<file path="src/design/stt_pkg.sv">
// ----------------------------------------------------------------------------
// stt_pkg: shared types and constants of the source text tokenizer
// Token kinds, error codes, the word types passed between the scanner, the
// result queue and the output stage, and the keyword trie tables.
// ----------------------------------------------------------------------------
package stt_pkg;

  localparam int POS_W     = 24;
  localparam int VALUE_W   = 31;
  localparam int KIND_W    = 5;
  localparam int ERR_W     = 2;
  localparam int NODE_W    = 5;
  localparam int Q_DEPTH   = 4;
  localparam int Q_PTR_W   = $clog2(Q_DEPTH);
  localparam int Q_CNT_W   = $clog2(Q_DEPTH + 1);

  // token kinds
  localparam logic [KIND_W-1:0] KIND_EOF    = 5'd0;
  localparam logic [KIND_W-1:0] KIND_STRING = 5'd1;
  localparam logic [KIND_W-1:0] KIND_INT    = 5'd2;
  localparam logic [KIND_W-1:0] KIND_IDENT  = 5'd3;
  localparam logic [KIND_W-1:0] KIND_DEF    = 5'd4;
  localparam logic [KIND_W-1:0] KIND_FUNC   = 5'd5;
  localparam logic [KIND_W-1:0] KIND_IF     = 5'd6;
  localparam logic [KIND_W-1:0] KIND_ELSE   = 5'd7;
  localparam logic [KIND_W-1:0] KIND_WHILE  = 5'd8;
  localparam logic [KIND_W-1:0] KIND_LPAREN = 5'd9;
  localparam logic [KIND_W-1:0] KIND_RPAREN = 5'd10;
  localparam logic [KIND_W-1:0] KIND_LBRACE = 5'd11;
  localparam logic [KIND_W-1:0] KIND_RBRACE = 5'd12;
  localparam logic [KIND_W-1:0] KIND_ASSIGN = 5'd13;
  localparam logic [KIND_W-1:0] KIND_ARROW  = 5'd14;
  localparam logic [KIND_W-1:0] KIND_DOLLAR = 5'd15;
  localparam logic [KIND_W-1:0] KIND_COMMA  = 5'd16;
  localparam logic [KIND_W-1:0] KIND_SEMI   = 5'd17;
  localparam logic [KIND_W-1:0] KIND_PLUS   = 5'd18;
  localparam logic [KIND_W-1:0] KIND_MINUS  = 5'd19;
  localparam logic [KIND_W-1:0] KIND_STAR   = 5'd20;
  localparam logic [KIND_W-1:0] KIND_SLASH  = 5'd21;
  localparam logic [KIND_W-1:0] KIND_LESS   = 5'd22;
  localparam logic [KIND_W-1:0] KIND_EQUAL  = 5'd23;

  // error codes
  localparam logic [ERR_W-1:0] ERR_NONE     = 2'd0;
  localparam logic [ERR_W-1:0] ERR_SYMBOL   = 2'd1;
  localparam logic [ERR_W-1:0] ERR_UNTERM   = 2'd2;

  // keyword trie
  localparam logic [NODE_W-1:0] NODE_ROOT   = 5'd0;
  localparam logic [NODE_W-1:0] NODE_DEAD   = 5'd19;

  localparam logic [VALUE_W-1:0] VALUE_MAX  = {VALUE_W{1'b1}};

  typedef struct packed {
    logic [KIND_W-1:0]  kind;
    logic [VALUE_W-1:0] value;
    logic [POS_W-1:0]   start;
    logic [POS_W-1:0]   length;
    logic [ERR_W-1:0]   err;
  } stt_tok_t;

  // results of one input byte: slot 0 always used, slot 1 when two is set
  typedef struct packed {
    logic     two;
    stt_tok_t r0;
    stt_tok_t r1;
  } stt_rec_t;

  function automatic logic is_digit(input logic [7:0] c);
    return (c >= "0") && (c <= "9");
  endfunction

  function automatic logic is_alpha(input logic [7:0] c);
    return ((c >= "a") && (c <= "z")) || ((c >= "A") && (c <= "Z"));
  endfunction

  // next trie node for def, func, if, else, while
  function automatic logic [NODE_W-1:0] trie_next(input logic [NODE_W-1:0] node,
                                                  input logic [7:0] c);
    logic [NODE_W-1:0] nxt;
    nxt = NODE_DEAD;
    case (node)
      5'd0: begin
        if (c == "d")      nxt = 5'd1;
        else if (c == "f") nxt = 5'd4;
        else if (c == "i") nxt = 5'd8;
        else if (c == "e") nxt = 5'd10;
        else if (c == "w") nxt = 5'd14;
      end
      5'd1:  if (c == "e") nxt = 5'd2;
      5'd2:  if (c == "f") nxt = 5'd3;
      5'd4:  if (c == "u") nxt = 5'd5;
      5'd5:  if (c == "n") nxt = 5'd6;
      5'd6:  if (c == "c") nxt = 5'd7;
      5'd8:  if (c == "f") nxt = 5'd9;
      5'd10: if (c == "l") nxt = 5'd11;
      5'd11: if (c == "s") nxt = 5'd12;
      5'd12: if (c == "e") nxt = 5'd13;
      5'd14: if (c == "h") nxt = 5'd15;
      5'd15: if (c == "i") nxt = 5'd16;
      5'd16: if (c == "l") nxt = 5'd17;
      5'd17: if (c == "e") nxt = 5'd18;
      default: nxt = NODE_DEAD;
    endcase
    return nxt;
  endfunction

  // keyword kind of a node, KIND_EOF when the node ends no keyword
  function automatic logic [KIND_W-1:0] keyword_kind(input logic [NODE_W-1:0] node);
    logic [KIND_W-1:0] k;
    case (node)
      5'd3:    k = KIND_DEF;
      5'd7:    k = KIND_FUNC;
      5'd9:    k = KIND_IF;
      5'd13:   k = KIND_ELSE;
      5'd18:   k = KIND_WHILE;
      default: k = KIND_EOF;
    endcase
    return k;
  endfunction

  function automatic logic [KIND_W-1:0] punct_kind(input logic [7:0] c);
    logic [KIND_W-1:0] k;
    case (c)
      "(":     k = KIND_LPAREN;
      ")":     k = KIND_RPAREN;
      "{":     k = KIND_LBRACE;
      "}":     k = KIND_RBRACE;
      "$":     k = KIND_DOLLAR;
      ",":     k = KIND_COMMA;
      ";":     k = KIND_SEMI;
      "+":     k = KIND_PLUS;
      "-":     k = KIND_MINUS;
      "*":     k = KIND_STAR;
      "=":     k = KIND_EQUAL;
      default: k = KIND_EOF;
    endcase
    return k;
  endfunction

endpackage

</file>
<file path="src/design/stt_front.sv">
// ----------------------------------------------------------------------------
// stt_front: byte scanner
// Accepts one byte word per cycle while q_full is low, advances the scan state
// and hands the results of that byte, packed as one record, to the result queue.
// ----------------------------------------------------------------------------
module stt_front (
  input  logic             clk,
  input  logic             rst,
  input  logic [7:0]       char_code,
  input  logic             end_mark,
  input  logic             byte_valid,
  output logic             byte_stall,
  input  logic             q_full,
  output logic             push,
  output stt_pkg::stt_rec_t rec
);
  import stt_pkg::*;

  typedef enum logic [3:0] {
    M_IDLE, M_IDENT, M_NUMBER, M_STRING, M_COMMENT,
    M_SLASH, M_LESS, M_COLON, M_ERROR
  } mode_t;

  mode_t              mode, mode_next;
  logic [POS_W-1:0]   pos, pos_next;
  logic [POS_W-1:0]   tok_start, tok_start_next;
  logic [POS_W-1:0]   tok_size, tok_size_next;
  logic [VALUE_W-1:0] accum, accum_next;
  logic [NODE_W-1:0]  node, node_next;

  logic     accept;
  logic     a_vld, b_vld, do_start;
  stt_tok_t a_tok, b_tok, ident_tok;
  logic [VALUE_W+3:0] times_ten;

  assign byte_stall = q_full;
  assign accept     = byte_valid && !q_full;

  // pending identifier or keyword
  always_comb begin
    ident_tok = '0;
    ident_tok.start = tok_start;
    if (keyword_kind(node) != KIND_EOF) begin
      ident_tok.kind = keyword_kind(node);
    end else begin
      ident_tok.kind   = KIND_IDENT;
      ident_tok.length = tok_size;
    end
  end

  assign times_ten = {1'b0, accum, 3'b000} + {3'b000, accum, 1'b0}
                   + {31'd0, char_code[3:0]};

  always_comb begin
    logic [KIND_W-1:0] pk;
    mode_next      = mode;
    pos_next       = pos;
    tok_start_next = tok_start;
    tok_size_next  = tok_size;
    accum_next     = accum;
    node_next      = node;
    a_vld          = 1'b0;
    b_vld          = 1'b0;
    a_tok          = '0;
    b_tok          = '0;
    do_start       = 1'b0;
    pk             = punct_kind(char_code);

    if (end_mark) begin
      unique case (mode)
        M_ERROR: ;
        M_STRING: begin
          a_vld = 1'b1; a_tok.start = tok_start; a_tok.err = ERR_UNTERM;
        end
        M_COLON: begin
          a_vld = 1'b1; a_tok.start = tok_start; a_tok.err = ERR_SYMBOL;
        end
        default: begin
          if (mode == M_NUMBER) begin
            a_vld = 1'b1; a_tok.kind = KIND_INT; a_tok.value = accum;
            a_tok.start = tok_start;
          end else if (mode == M_IDENT) begin
            a_vld = 1'b1; a_tok = ident_tok;
          end else if (mode == M_SLASH) begin
            a_vld = 1'b1; a_tok.kind = KIND_SLASH; a_tok.start = tok_start;
          end else if (mode == M_LESS) begin
            a_vld = 1'b1; a_tok.kind = KIND_LESS; a_tok.start = tok_start;
          end
          b_vld = 1'b1; b_tok.kind = KIND_EOF; b_tok.start = pos;
        end
      endcase
      mode_next      = M_IDLE;
      pos_next       = '0;
      tok_start_next = '0;
      tok_size_next  = '0;
      accum_next     = '0;
      node_next      = NODE_ROOT;
    end else begin
      unique case (mode)
        M_IDLE: do_start = 1'b1;
        M_COMMENT: if (char_code == 8'h0A) mode_next = M_IDLE;
        M_STRING: begin
          if (char_code == "\"") begin
            a_vld = 1'b1; a_tok.kind = KIND_STRING; a_tok.start = tok_start;
            a_tok.length = tok_size;
            mode_next = M_IDLE;
          end else if (tok_size != {POS_W{1'b1}}) begin
            tok_size_next = tok_size + 1'b1;
          end
        end
        M_NUMBER: begin
          if (is_digit(char_code)) begin
            accum_next = (times_ten > {4'd0, VALUE_MAX}) ? VALUE_MAX
                                                        : times_ten[VALUE_W-1:0];
          end else begin
            a_vld = 1'b1; a_tok.kind = KIND_INT; a_tok.value = accum;
            a_tok.start = tok_start;
            do_start = 1'b1;
          end
        end
        M_IDENT: begin
          if ((keyword_kind(node) != KIND_EOF) && !is_alpha(char_code)) begin
            a_vld = 1'b1; a_tok = ident_tok; do_start = 1'b1;
          end else if (is_alpha(char_code) || is_digit(char_code)) begin
            if (tok_size != {POS_W{1'b1}}) tok_size_next = tok_size + 1'b1;
            node_next = trie_next(node, char_code);
          end else begin
            a_vld = 1'b1; a_tok = ident_tok; do_start = 1'b1;
          end
        end
        M_SLASH: begin
          if (char_code == "/") begin
            mode_next = M_COMMENT;
          end else begin
            a_vld = 1'b1; a_tok.kind = KIND_SLASH; a_tok.start = tok_start;
            do_start = 1'b1;
          end
        end
        M_LESS: begin
          a_vld = 1'b1; a_tok.start = tok_start;
          if (char_code == "-") begin
            a_tok.kind = KIND_ARROW; mode_next = M_IDLE;
          end else begin
            a_tok.kind = KIND_LESS; do_start = 1'b1;
          end
        end
        M_COLON: begin
          a_vld = 1'b1; a_tok.start = tok_start;
          if (char_code == "=") begin
            a_tok.kind = KIND_ASSIGN; mode_next = M_IDLE;
          end else begin
            a_tok.err = ERR_SYMBOL; mode_next = M_ERROR;
          end
        end
        default: mode_next = M_ERROR;
      endcase
      pos_next = pos + 1'b1;

      // new token starts at this byte
      if (do_start) begin
        mode_next      = M_IDLE;
        tok_start_next = pos;
        tok_size_next  = '0;
        accum_next     = '0;
        node_next      = NODE_ROOT;
        priority if (char_code == "/") begin
          mode_next = M_SLASH;
        end else if (char_code == "\"") begin
          mode_next = M_STRING;
        end else if (is_digit(char_code)) begin
          mode_next  = M_NUMBER;
          accum_next = {27'd0, char_code[3:0]};
        end else if (is_alpha(char_code)) begin
          mode_next     = M_IDENT;
          tok_size_next = {{(POS_W-1){1'b0}}, 1'b1};
          node_next     = trie_next(NODE_ROOT, char_code);
        end else if (char_code == "<") begin
          mode_next = M_LESS;
        end else if (char_code == ":") begin
          mode_next = M_COLON;
        end else if (pk != KIND_EOF) begin
          b_vld = 1'b1; b_tok.kind = pk; b_tok.start = pos;
        end else if ((char_code == " ") || (char_code == 8'h0A) ||
                     (char_code == 8'h0D) || (char_code == 8'h09)) begin
          mode_next = M_IDLE;
        end else begin
          b_vld = 1'b1; b_tok.start = pos; b_tok.err = ERR_SYMBOL;
          mode_next = M_ERROR;
        end
      end
    end
  end

  // pack so that slot 0 always holds the first result
  always_comb begin
    rec.two = a_vld && b_vld;
    rec.r0  = a_vld ? a_tok : b_tok;
    rec.r1  = b_tok;
  end

  assign push = accept && (a_vld || b_vld);

  always_ff @(posedge clk) begin
    if (rst) begin
      mode      <= M_IDLE;
      pos       <= '0;
      tok_start <= '0;
      tok_size  <= '0;
      accum     <= '0;
      node      <= NODE_ROOT;
    end else if (accept) begin
      mode      <= mode_next;
      pos       <= pos_next;
      tok_start <= tok_start_next;
      tok_size  <= tok_size_next;
      accum     <= accum_next;
      node      <= node_next;
    end
  end

endmodule

</file>
<file path="src/design/stt_queue.sv">
// ----------------------------------------------------------------------------
// stt_queue: result record queue
// Short first-in first-out queue of per-byte result records between the
// scanner and the output stage.
// ----------------------------------------------------------------------------
module stt_queue (
  input  logic              clk,
  input  logic              rst,
  input  logic              push,
  input  stt_pkg::stt_rec_t push_rec,
  output logic              full,
  input  logic              pop,
  output logic              empty,
  output stt_pkg::stt_rec_t head_rec
);
  import stt_pkg::*;

  stt_rec_t           slots [Q_DEPTH];
  logic [Q_PTR_W-1:0] wr_ptr, rd_ptr;
  logic [Q_CNT_W-1:0] count;

  assign full     = (count == Q_CNT_W'(Q_DEPTH));
  assign empty    = (count == '0);
  assign head_rec = slots[rd_ptr];

  always_ff @(posedge clk) begin
    if (push) slots[wr_ptr] <= push_rec;
  end

  always_ff @(posedge clk) begin
    if (rst) begin
      wr_ptr <= '0;
      rd_ptr <= '0;
      count  <= '0;
    end else begin
      if (push) wr_ptr <= wr_ptr + 1'b1;
      if (pop)  rd_ptr <= rd_ptr + 1'b1;
      unique case ({push, pop})
        2'b10:   count <= count + 1'b1;
        2'b01:   count <= count - 1'b1;
        default: count <= count;
      endcase
    end
  end

endmodule

</file>
<file path="src/design/stt_back.sv">
// ----------------------------------------------------------------------------
// stt_back: token output stage
// Takes records from the queue and sends their results one word per cycle
// while not stalled, through an output register, marking the last result of each byte.
// ----------------------------------------------------------------------------
module stt_back (
  input  logic                           clk,
  input  logic                           rst,
  input  logic                           empty,
  input  stt_pkg::stt_rec_t              head_rec,
  output logic                           pop,
  output logic                           token_valid,
  input  logic                           token_stall,
  output logic [stt_pkg::KIND_W-1:0]     token_kind,
  output logic [stt_pkg::VALUE_W-1:0]    token_value,
  output logic [stt_pkg::POS_W-1:0]      start_offset,
  output logic [stt_pkg::POS_W-1:0]      token_length,
  output logic [stt_pkg::ERR_W-1:0]      error_code,
  output logic                           last_of_run
);
  import stt_pkg::*;

  logic     sel;
  logic     load, last;
  stt_tok_t cur;

  assign load = !empty && (!token_valid || !token_stall);
  assign cur  = sel ? head_rec.r1 : head_rec.r0;
  assign last = !head_rec.two || sel;
  assign pop  = load && last;

  always_ff @(posedge clk) begin
    if (rst) begin
      token_valid <= 1'b0;
      sel         <= 1'b0;
    end else if (load) begin
      token_valid <= 1'b1;
      sel         <= !last;
    end else if (!token_stall) begin
      token_valid <= 1'b0;
    end
  end

  // payload: hold while stalled
  always_ff @(posedge clk) begin
    if (load) begin
      token_kind   <= cur.kind;
      token_value  <= cur.value;
      start_offset <= cur.start;
      token_length <= cur.length;
      error_code   <= cur.err;
      last_of_run  <= last;
    end
  end

endmodule

</file>
<file path="src/design/source_text_tokenizer.sv">
// ----------------------------------------------------------------------------
// source_text_tokenizer: streaming lexical tokenizer
// Turns a stream of source bytes, closed by an end word, into tokens:
// strings, integers, keywords, punctuation and identifiers, skipping comments.
// ----------------------------------------------------------------------------
//
//  channel | signals                                    | role
//  --------+--------------------------------------------+---------------------
//  byte    | byte_valid, byte_stall, char_code,         | one source byte or
//          | end_mark                                   | end of text per word
//  token   | token_valid, token_stall, token_kind,      | one token or error
//          | token_value, start_offset, token_length,   | per word
//          | error_code, last_of_run                    |
//
//  A byte word is taken every cycle unless byte_stall is high; the scanner
//  settles it in that cycle. Each byte yields zero, one or two token words;
//  the output register sends one per cycle while token_stall is low.
//  A four-record queue sits between scanner and output register; byte_stall
//  rises only while that queue is full.
//  Synchronous reset clears the scan state, the queue and token_valid.
//
module source_text_tokenizer (
  input  logic                        clk,
  input  logic                        rst,
  input  logic [7:0]                  char_code,
  input  logic                        end_mark,
  input  logic                        byte_valid,
  output logic                        byte_stall,
  output logic                        token_valid,
  input  logic                        token_stall,
  output logic [stt_pkg::KIND_W-1:0]  token_kind,
  output logic [stt_pkg::VALUE_W-1:0] token_value,
  output logic [stt_pkg::POS_W-1:0]   start_offset,
  output logic [stt_pkg::POS_W-1:0]   token_length,
  output logic [stt_pkg::ERR_W-1:0]   error_code,
  output logic                        last_of_run
);
  import stt_pkg::*;

  logic     push, pop, q_full, q_empty;
  stt_rec_t push_rec, head_rec;

  // scan one byte per cycle while the queue is not full, hand results to the queue
  stt_front u_front (
    .clk        (clk),
    .rst        (rst),
    .char_code  (char_code),
    .end_mark   (end_mark),
    .byte_valid (byte_valid),
    .byte_stall (byte_stall),
    .q_full     (q_full),
    .push       (push),
    .rec        (push_rec)
  );

  // decouple scanner from the token consumer
  stt_queue u_queue (
    .clk      (clk),
    .rst      (rst),
    .push     (push),
    .push_rec (push_rec),
    .full     (q_full),
    .pop      (pop),
    .empty    (q_empty),
    .head_rec (head_rec)
  );

  // send results one token word per cycle while token_stall is low
  stt_back u_back (
    .clk          (clk),
    .rst          (rst),
    .empty        (q_empty),
    .head_rec     (head_rec),
    .pop          (pop),
    .token_valid  (token_valid),
    .token_stall  (token_stall),
    .token_kind   (token_kind),
    .token_value  (token_value),
    .start_offset (start_offset),
    .token_length (token_length),
    .error_code   (error_code),
    .last_of_run  (last_of_run)
  );

`ifndef SYNTHESIS
  // never write into a full queue
  a_no_push_full: assert property (@(posedge clk) disable iff (rst)
    push |-> !q_full) else $error("push into full result queue");

  // never read from an empty queue
  a_no_pop_empty: assert property (@(posedge clk) disable iff (rst)
    pop |-> !q_empty) else $error("pop from empty result queue");

  // the second result of a byte follows right after the first
  a_second_follows: assert property (@(posedge clk) disable iff (rst)
    (token_valid && !token_stall && !last_of_run) |=> token_valid)
    else $error("second result of a byte did not follow");
`endif

endmodule
</file>
<file path="config.mk">
export PLATFORM = sky130hd
export DESIGN_NAME = source_text_tokenizer
export DESIGN_NICKNAME = d
export VERILOG_FILES = /design/src/design/stt_pkg.sv /design/src/design/stt_front.sv /design/src/design/stt_queue.sv /design/src/design/stt_back.sv /design/src/design/source_text_tokenizer.sv
export SDC_FILE = /design/constraint.sdc
export NUM_CORES = 1
export LEC_CHECK = 0
export ABC_AREA = 1
export BUFFER_PORTS_ARGS = -buffer_cell sky130_fd_sc_hd__buf_2
export CAP_MARGIN = 30
export CORE_ASPECT_RATIO = 1.25
export CORE_UTILIZATION = 49
export CTS_BUF_LIST = sky130_fd_sc_hd__clkbuf_4 sky130_fd_sc_hd__clkbuf_8
export DETAILED_ROUTE_END_ITERATION = 12
export PLACE_DENSITY = 0.73
export SLEW_MARGIN = 30
export SYNTH_ARGS = -nofsm -noshare
export SYNTH_HDL_FRONTEND = slang
export SYNTH_SLANG_ARGS = --single-unit
</file>
<file path="constraint.sdc">
create_clock -name clk -period 10.8 [get_ports clk]
set_input_delay 0.54 -clock clk [delete_from_list [all_inputs] [get_ports clk]]
set_output_delay 0.54 -clock clk [all_outputs]
set_load 0.02 [all_outputs]
</file>
==> results by group, run 1 <==
Critical path
  – RR Endpoint: u_queue.slots[3][50]
  – R2r setup slk: 6020 ps
  – R2r worst-path depth: 14
  – CP cell instances: nand2_1 -> nor2_1 -> nand2_1 -> nand3_2 -> nand2_1 -> nand2_1 -> nand2_2 -> nand3_1 -> nand2_2 -> nand3_1 -> nand2_1 -> nor2_4 -> buf_4 -> buf_4
  – WS Path Type: flip-flop to flip-flop
  – RR Startpoint: u_front.node[1]
  – Crit-path max cell delay: 640 ps
  – CP most frequent cell: nand2_1
  – Startpoint Class: flip-flop
  – Crit-path max FO: 44
  – Worst EP arrival: 5080 ps
  – Worst Setup End Kind: flip-flop
  – Worst path slowest cell: buf_4
  – Worst path required time: 11110 ps

Final layout
  – Layout Cells excl Fill: 4289
  – Commonest non-fill, non-tap cell in the layout: nor2_1
  – Fraction of layout cells with a size suffix above 1: 0.105
  – Most frequent cells in the layout: 658 x nor2_1, 555 x edfxtp_1, 491 x nand2_1, 300 x o21ai_0, 262 x inv_1
  – Area Growth Syn to Fin: 10.8%
  – # fillers: 5492
  – Nets: 3449

Min path
  – Hold Path Class: primary input to flip-flop
  – Hold_sp: token_stall
  – WHS Endpoint: u_back.token_valid
  – WHS Path Cells: 5

CTS
  – CTS tree: built
  – Root Driver: clkbuf_8
  – Clk slew on worst S/H paths: 60 ps
  – PostCTS Resize Cnt: 0
  – # clock sinks: 678
  – Num CTS Buffers: 97
  – Hold-fix buffers, CTS: 0
  – Clock Latency Late Sink: 710 ps
  – Buffer count from post-CTS setup fixing: 0
  – H-Tree Depth: 3
  – Max Buffers Root-to-Sink: 3

Route
  – Number of routed nets with antenna violations: 0
  – Drt first-iter violations: 1689
  – Vias per Instance: 5.43
  – WL/cell: 17.2 um
  – Routed via count: 23300
  – Remaining DRCs: 0
  – Routed WL: 73600 um
  – First-pass DRT Iterations: 6

Floorplan
  – Initial Utilization: 0.496
  – Standard-cell rows: 103
  – Die ar.: 65100 um^2
  – IO Count: 102
  – Die Y: 285 um
  – DIE WIDTH: 228 um
  – Core area: 63300 um^2

Global routing
  – Initial antenna violation count: 3
  – First-pass GRT wire length: 117000 um
  – GRT overflow: 0
  – Global Route Usage Sum: 0.225
  – Largest net degree at the start of global routing: 131
  – Vias in the first global route: 22600

Placement
  – Half-perimeter wire length after placement: 46200 um
  – Placer Congestion: 0.885
  – IO Port Bufs: 101
  – Cells after DPL: 4106

Pwr
  – Power Density: 240 nW/um^2
  – Leak pwr: 13.3 nW
  – Maximum vdd drop: 0.170 mV

Logic synthesis
  – Syn Inst Count: 3289
  – Synth async-reset ratio: 0
  – Net Count, Synth: 3373
  – Netlist cell types: 48
  – Register area share after synthesis: 0.609
  – Mean Syn Cell Area: 9.55 um^2
  – Synthesized area: 31400 um^2
  – Synth top area cells: edfxtp_1 53%, nor2_1 7.9%, dfxtp_1 7.8%
  – Synth top area share: 0.531
  – Synth Flop Type: edfxtp_1
  – Synth Register Bits: 678
  – Yosys warnings: 0
  – Post-synth top area cell: edfxtp_1
  – EDFF count, synth: 555

STA
  – Max-slew violations: 0
  – Hold slack: 275 ps
  – Final Hold Vio Count: 0
  – Fin Setup TNS: 0 ps
  – Setup Skew: 52.5 ps
  – Max_slew headroom: 0.310
  – Post-route minimum period: 4780 ps
  – # setup viols final: 0
  – Worst-margin pin slew: 1030 ps
  – RSZ-0062 raised after global routing: no
  – Highest clock rate: 209 MHz
  – Fin crit share: 0.442

Run status
  – Outcome: completed

Run
  – Max_cap viols: 0
Yosys cell counts, types with 4 or more instances:
master,count
o22ai_1,54
inv_1,262
a31oi_1,32
edfxtp_1,555
o21a_1,12
o21ai_1,4
buf_2,20
nand2_1,494
nand3_1,187
ha_1,68
nor4_1,7
nand4_1,23
nor2_2,6
clkbuf_1,106
o31ai_1,4
nor3_1,55
nand3b_1,4
nor2_1,663
xor2_1,14
a211oi_1,5
buf_1,17
buf_6,7
o211ai_1,4
inv_2,12
nor2_4,12
a21oi_1,177
dfxtp_1,123
xnor2_1,25
nand2_2,8
o21ai_0,300
metrics by stage:
stage | worst slack (ps) | total power [mW] | util | instance area (um^2)
final | 6020 | 8.36 | 0.550 | 34800
after global routing | 5630 | 8.80 | 0.550 | 34800
after CTS | 6000 | 8.41 | 0.550 | 34800
after detailed placement | 5530 | 6.25 | 0.516 | 32700
after global placement | 5170 | 6.22 | 0.515 | 32600
after floorplan | 3540 | 5.51 | - | 31400
per-layer routing:
| layer | part of all wire | GRT usage | wire length [um] | vias to the layer above |
|---|---|---|---|---|
| met3 | 0.061 | 0.0406 | 4500 | 148 |
| met4 | 0.032 | 0.0946 | 2360 | 0 |
| li1 | - | - | - | 11400 |
| met1 | 0.41 | 0.277 | 30300 | 11000 |
| met2 | 0.49 | 0.389 | 36400 | 703 |
| met5 | 0 | 0 | 0 | - |
registers in the layout, summed over array words and instances (netlist names), named ones only:
| name | count |
|---|---|
| u_front.mode | 4 |
| u_queue.wr_ptr | 2 |
| u_back.token_valid | 1 |
| u_front.node | 5 |
| u_back.sel | 1 |
| u_back.last_of_run | 1 |
| u_back.start_offset | 24 |
| u_front.accum | 31 |
| u_back.token_value | 31 |
| u_back.error_code | 2 |
| u_front.tok_start | 24 |
| u_front.tok_size | 24 |
| u_queue.count | 3 |
| u_queue.rd_ptr | 2 |
| u_back.token_kind | 5 |
| u_queue.slots | 468 |
| u_back.token_length | 24 |
| u_front.pos | 24 |
cell families after synthesis:
logic type,after synthesis,share of synthesized area
flip-flops,678,0.609
XOR/XNOR,39,0.0109
AO/OA/AOI/OAI,598,0.101
AND/OR/NAND/NOR,1474,0.196
adder cells (fa/ha/maj),71,0.0290
buffers and inverters,429,0.0540
worst max path at each step:
stage               startpoint               endpoint  cells after the start
2_1_floorplan     char_code[3]    u_queue.slots[0][0]                     11
3_3_place_gp          end_mark  u_queue.slots[3][100]                     11
3_5_place_dp          end_mark   u_queue.slots[3][99]                     11
4_1_cts        u_front.node[1]   u_queue.slots[3][49]                     14
5_1_grt        u_front.node[0]   u_queue.slots[3][49]                     14
6_report       u_front.node[1]   u_queue.slots[3][50]                     14
report_power, final:
part | switching [mW] | internal, mW
sequential | 0.166 | 3.49
combinational | 1.89 | 0.646
clock | 0.974 | 1.19
total | 3.03 | 5.33
critical path, delay by kind of cell, from the launching register on:
family                 cells  cell delay [ps]
AND/OR/NAND/NOR           12             2650
flip-flops                 1              440
buffers and inverters      2             1250
cell type report:
| class | count | area [um^2] | area share |
|---|---|---|---|
| Sequential cell | 678 | 19100 | 0.550 |
| Multi-Input combinational cell | 2182 | 10600 | 0.306 |
| Clock buffer | 147 | 1800 | 0.0517 |
| Tap cell | 840 | 1050 | 0.0302 |
| Inverter | 277 | 1050 | 0.0301 |
| Timing Repair Buffer | 129 | 783 | 0.0225 |
| Clock inverter | 35 | 334 | 0.00960 |
| Antenna cell | 1 | 2.50 | 0.0000719 |
No activity file was read; power rests on OpenSTA's default activity.
==> run 2, diff against run 1 <==
PLACE_DENSITY = 0.76   (was 0.73)
clock period = 4.1 ns   (was 10.8 ns; I/O delays follow)
==> run 2 against run 1 <==
Total power grew to 2.7 times the previous value. Flip-flop and latch count stayed put. Worst setup slack worse by 5300 ps. Register-to-register slack worse by 5300 ps. Sequential share of layout area is 0.52 points lower. Final area is 0.95% higher. Via count is 0.55% higher. Wire length is 0.54% higher. Clock power grew to 2.8 times the previous value. Final cell count is 0.49% higher.
==> results by group, run 2 (synthesis results as in run 1) <==
Placement
  – Cells after DPL: 4114 (+0.19%)
  – Placer Congestion: 0.929 (+4.9%)
  – DP Area: 32700 um^2 (+0.29%)
  – Worst slack, placed: 786 ps (-4750 ps)
  – IO Port Bufs: 101 (unchanged)
  – Half-perimeter wire length after placement: 45300 um (-1.9%)

STA
  – Final Hold Vio Count: 0 (unchanged)
  – Fin crit share: 0.817 (+0.375)
  – Max_slew headroom: 0.373 (+0.0628)
  – # setup viols final: 0 (unchanged)
  – Hold slack: 49.8 ps (-225 ps)
  – Setup Skew: 32.4 ps (-20.0 ps)
  – Final worst setup slack: 750 ps (-5270 ps)
  – Max-slew violations: 0 (unchanged)
  – RSZ-0062 raised after global routing: no
  – Worst-margin pin slew: 940 ps (-86.3 ps)
  – Post-route minimum period: 3350 ps (-1430 ps)
  – Highest clock rate: 299 MHz (+43%)

Route
  – Routed wl met2: 37200 um (+2.3%)
  – WL/cell: 17.2 um (about the same)
  – Number of routed nets with antenna violations: 0 (unchanged)
  – Vias per Instance: 5.43 (about the same)
  – Wl on met1: 30500 um (+0.46%)
  – Routed via count: 23400 (+0.55%)
  – Remaining DRCs: 0 (unchanged)
  – First-pass DRT Iterations: 6 (unchanged)
  – Routed WL: 74000 um (+0.54%)
  – Drt first-iter violations: 2102 (+24%)
  – Max layer used: met5
  – DR WL met3: 4240 um (-5.7%)

Final layout
  – Largest regs: u_queue.slots (468), u_back.token_value (31), u_front.accum (31)
  – Area Growth Syn to Fin: 11.8%
  – # fillers: 5380 (-2.0%)
  – Most frequent cells in the layout: 658 x nor2_1, 555 x edfxtp_1, 493 x nand2_1, 300 x o21ai_0, 262 x inv_1
  – Commonest non-fill, non-tap cell in the layout: nor2_1
  – Fraction of layout cells with a size suffix above 1: 0.109 (+0.00397)
  – Post-Route Utilization: 0.555 (+0.00520)
  – Nets: 3467 (+0.52%)
  – Number of flip-flops in the largest register: 468 (unchanged)
  – Biggest register: u_queue.slots
  – Layout Cells excl Fill: 4310 (+0.49%)
  – Final instance area: 35100 um^2 (+0.95%)

Critical path
  – WS Path Type: flip-flop to flip-flop
  – Worst Setup End Kind: flip-flop
  – Worst path required time: 4740 ps (-6370 ps)
  – Startpoint Class: flip-flop
  – R2r worst-path depth: 17 (+3)
  – R2r setup slk: 750 ps (-5270 ps)
  – Crit-path max cell delay: 390 ps (-250 ps)
  – CP cell instances: inv_1 -> nor2_1 -> nand3_1 -> nand3_2 -> nand2_1 -> nand2_1 -> nand2_2 -> nand3_1 -> nand2_2 -> nand3_1 -> nand2_1 -> ha_1 -> fa_1 -> a21oi_1 -> o21a_1 -> o21ai_0 -> a21oi_1
  – Crit path to: u_queue.count[2]
  – Worst path slowest cell: fa_1
  – Critical path startpoint: u_front.node[0]
  – RR Startpoint: u_front.node[0]
  – Crit-path max FO: 5 (-89%)
  – RR Endpoint: u_queue.count[2]
  – Worst EP arrival: 3990 ps (-1090 ps)

Global routing
  – First-pass GRT wire length: 117000 um (+0.44%)
  – GRT overflow: 0 (unchanged)
  – Largest net degree at the start of global routing: 233 (+78%)
  – Vias in the first global route: 22700 (+0.52%)
  – Global Route Usage Sum: 0.225 (about the same)
  – Initial antenna violation count: 3 (unchanged)

Floorplan
  – Initial Utilization: 0.496 (unchanged)
  – DIE WIDTH: 228 um (unchanged)
  – Die Y: 285 um (unchanged)
  – Die ar.: 65100 um^2 (unchanged)
  – IO Count: 102 (unchanged)
  – Standard-cell rows: 103 (unchanged)
  – Core area: 63300 um^2 (unchanged)

Pwr
  – Clock power share: 0.268 (+0.009)
  – Flop pwr share: 0.426 (-0.011)
  – Leak pwr: 13.4 nW (+1.2%)
  – NetSw: 8.11 mW (+170%)
  – Sw Ratio: 0.359 (-0.00303)
  – Power Density: 642 nW/um^2 (+170%)
  – Maximum vdd drop: 0.548 mV (+220%)
  – Share of total power in combinational logic: 0.306 (+0.003)
  – Int Power: 14.5 mW (+170%)

CTS
  – Clk slew on worst S/H paths: 60 ps (about the same)
  – H-Tree Depth: 3 (unchanged)
  – CTS tree: built
  – Num CTS Buffers: 100 (+3.1%)
  – PostCTS Resize Cnt: 0 (unchanged)
  – Root Driver: clkbuf_8
  – # clock sinks: 678 (unchanged)
  – Clock Latency Late Sink: 710 ps (about the same)
  – Max Buffers Root-to-Sink: 3 (unchanged)

Run
  – Max_cap viols: 0 (unchanged)

Run status
  – Outcome: completed

Min path
  – Hold Path Class: primary input to flip-flop
[run 2: cell types whose count changed in the layout (fill, tap and decap cells not counted), sizes merged]
| cell | previous run | this run |
|---|---|---|
| dlygate4sd3 | 0 | 6 |
| clkinv | 24 | 17 |
| clkbuf | 147 | 157 |
| clkinvlp | 3 | 4 |
| bufinv | 5 | 8 |
| buf | 129 | 138 |
| inv | 280 | 279 |
[run 2: worst max-delay path: cells and delay by family, from the launching register on]
| kind | cells | cell delay [ps] |
|---|---|---|
| AOI/OAI and AO/OA | 4 | 470 |
| DFF | 1 | 340 |
| and+or+nand+nor | 10 | 1600 |
| adders and majority gates | 2 | 760 |
| buffers and inverters | 1 | 90 |
[run 2: layer usage]
layer  global-route usage  up-vias
met2                0.398      738
li1                     -    11400
met3               0.0305      129
met1                0.279    11100
met5                    0        -
met4               0.0869        2
[run 2: through the flow]
step / total power, mW / TNS, ps
final: 22.6 / 0
after global routing: 23.7 / 0
after CTS: 22.7 / 0
after detailed placement: 16.6 / 0
after global placement: 16.5 / 0
after floorplan: 14.4 / -490500
[run 2: final cells by class]
| class | instances | area [um^2] | area share |
|---|---|---|---|
| antenna | 1 | 2.50 | 0.0000713 |
| clock buffer | 157 | 1900 | 0.0540 |
| multi-input combinational | 2182 | 10600 | 0.303 |
| inverter | 277 | 1050 | 0.0298 |
| clock inverter | 31 | 383 | 0.0109 |
| sequential | 678 | 19100 | 0.545 |
| tap | 840 | 1050 | 0.0299 |
| timing repair buffer | 144 | 963 | 0.0274 |
[run 2: worst min-delay path by stage]
stage                           start                   end  slack, ps  cells past startpoint
floorplan                         rst  u_front.tok_start[2]        390                      3
global placement    u_queue.rd_ptr[1]             flip-flop        440                      2
detailed placement   u_queue.count[2]      u_queue.count[2]        440                      1
CTS                      char_code[3]      u_front.accum[3]          7                      5
global route             char_code[3]      u_front.accum[3]        140                      5
finish                   char_code[3]      u_front.accum[3]         50                      5
[run 2: timing repair]
| item | CTS | global route |
|---|---|---|
| hold endpoints to repair | 8 | 0 |
| hold buffers | 6 | 0 |
| buffers inserted | 0 | 0 |
[run 2: power groups by stage]
stage	clock, mW	combinational, mW	sequential, mW
2_1_floorplan	0	4.05	10.3
3_3_place_gp	0	6.81	9.72
3_5_place_dp	0	6.88	9.75
4_1_cts	6.13	6.93	9.62
5_1_grt	6.42	7.55	9.73
6_report	6.04	6.91	9.61
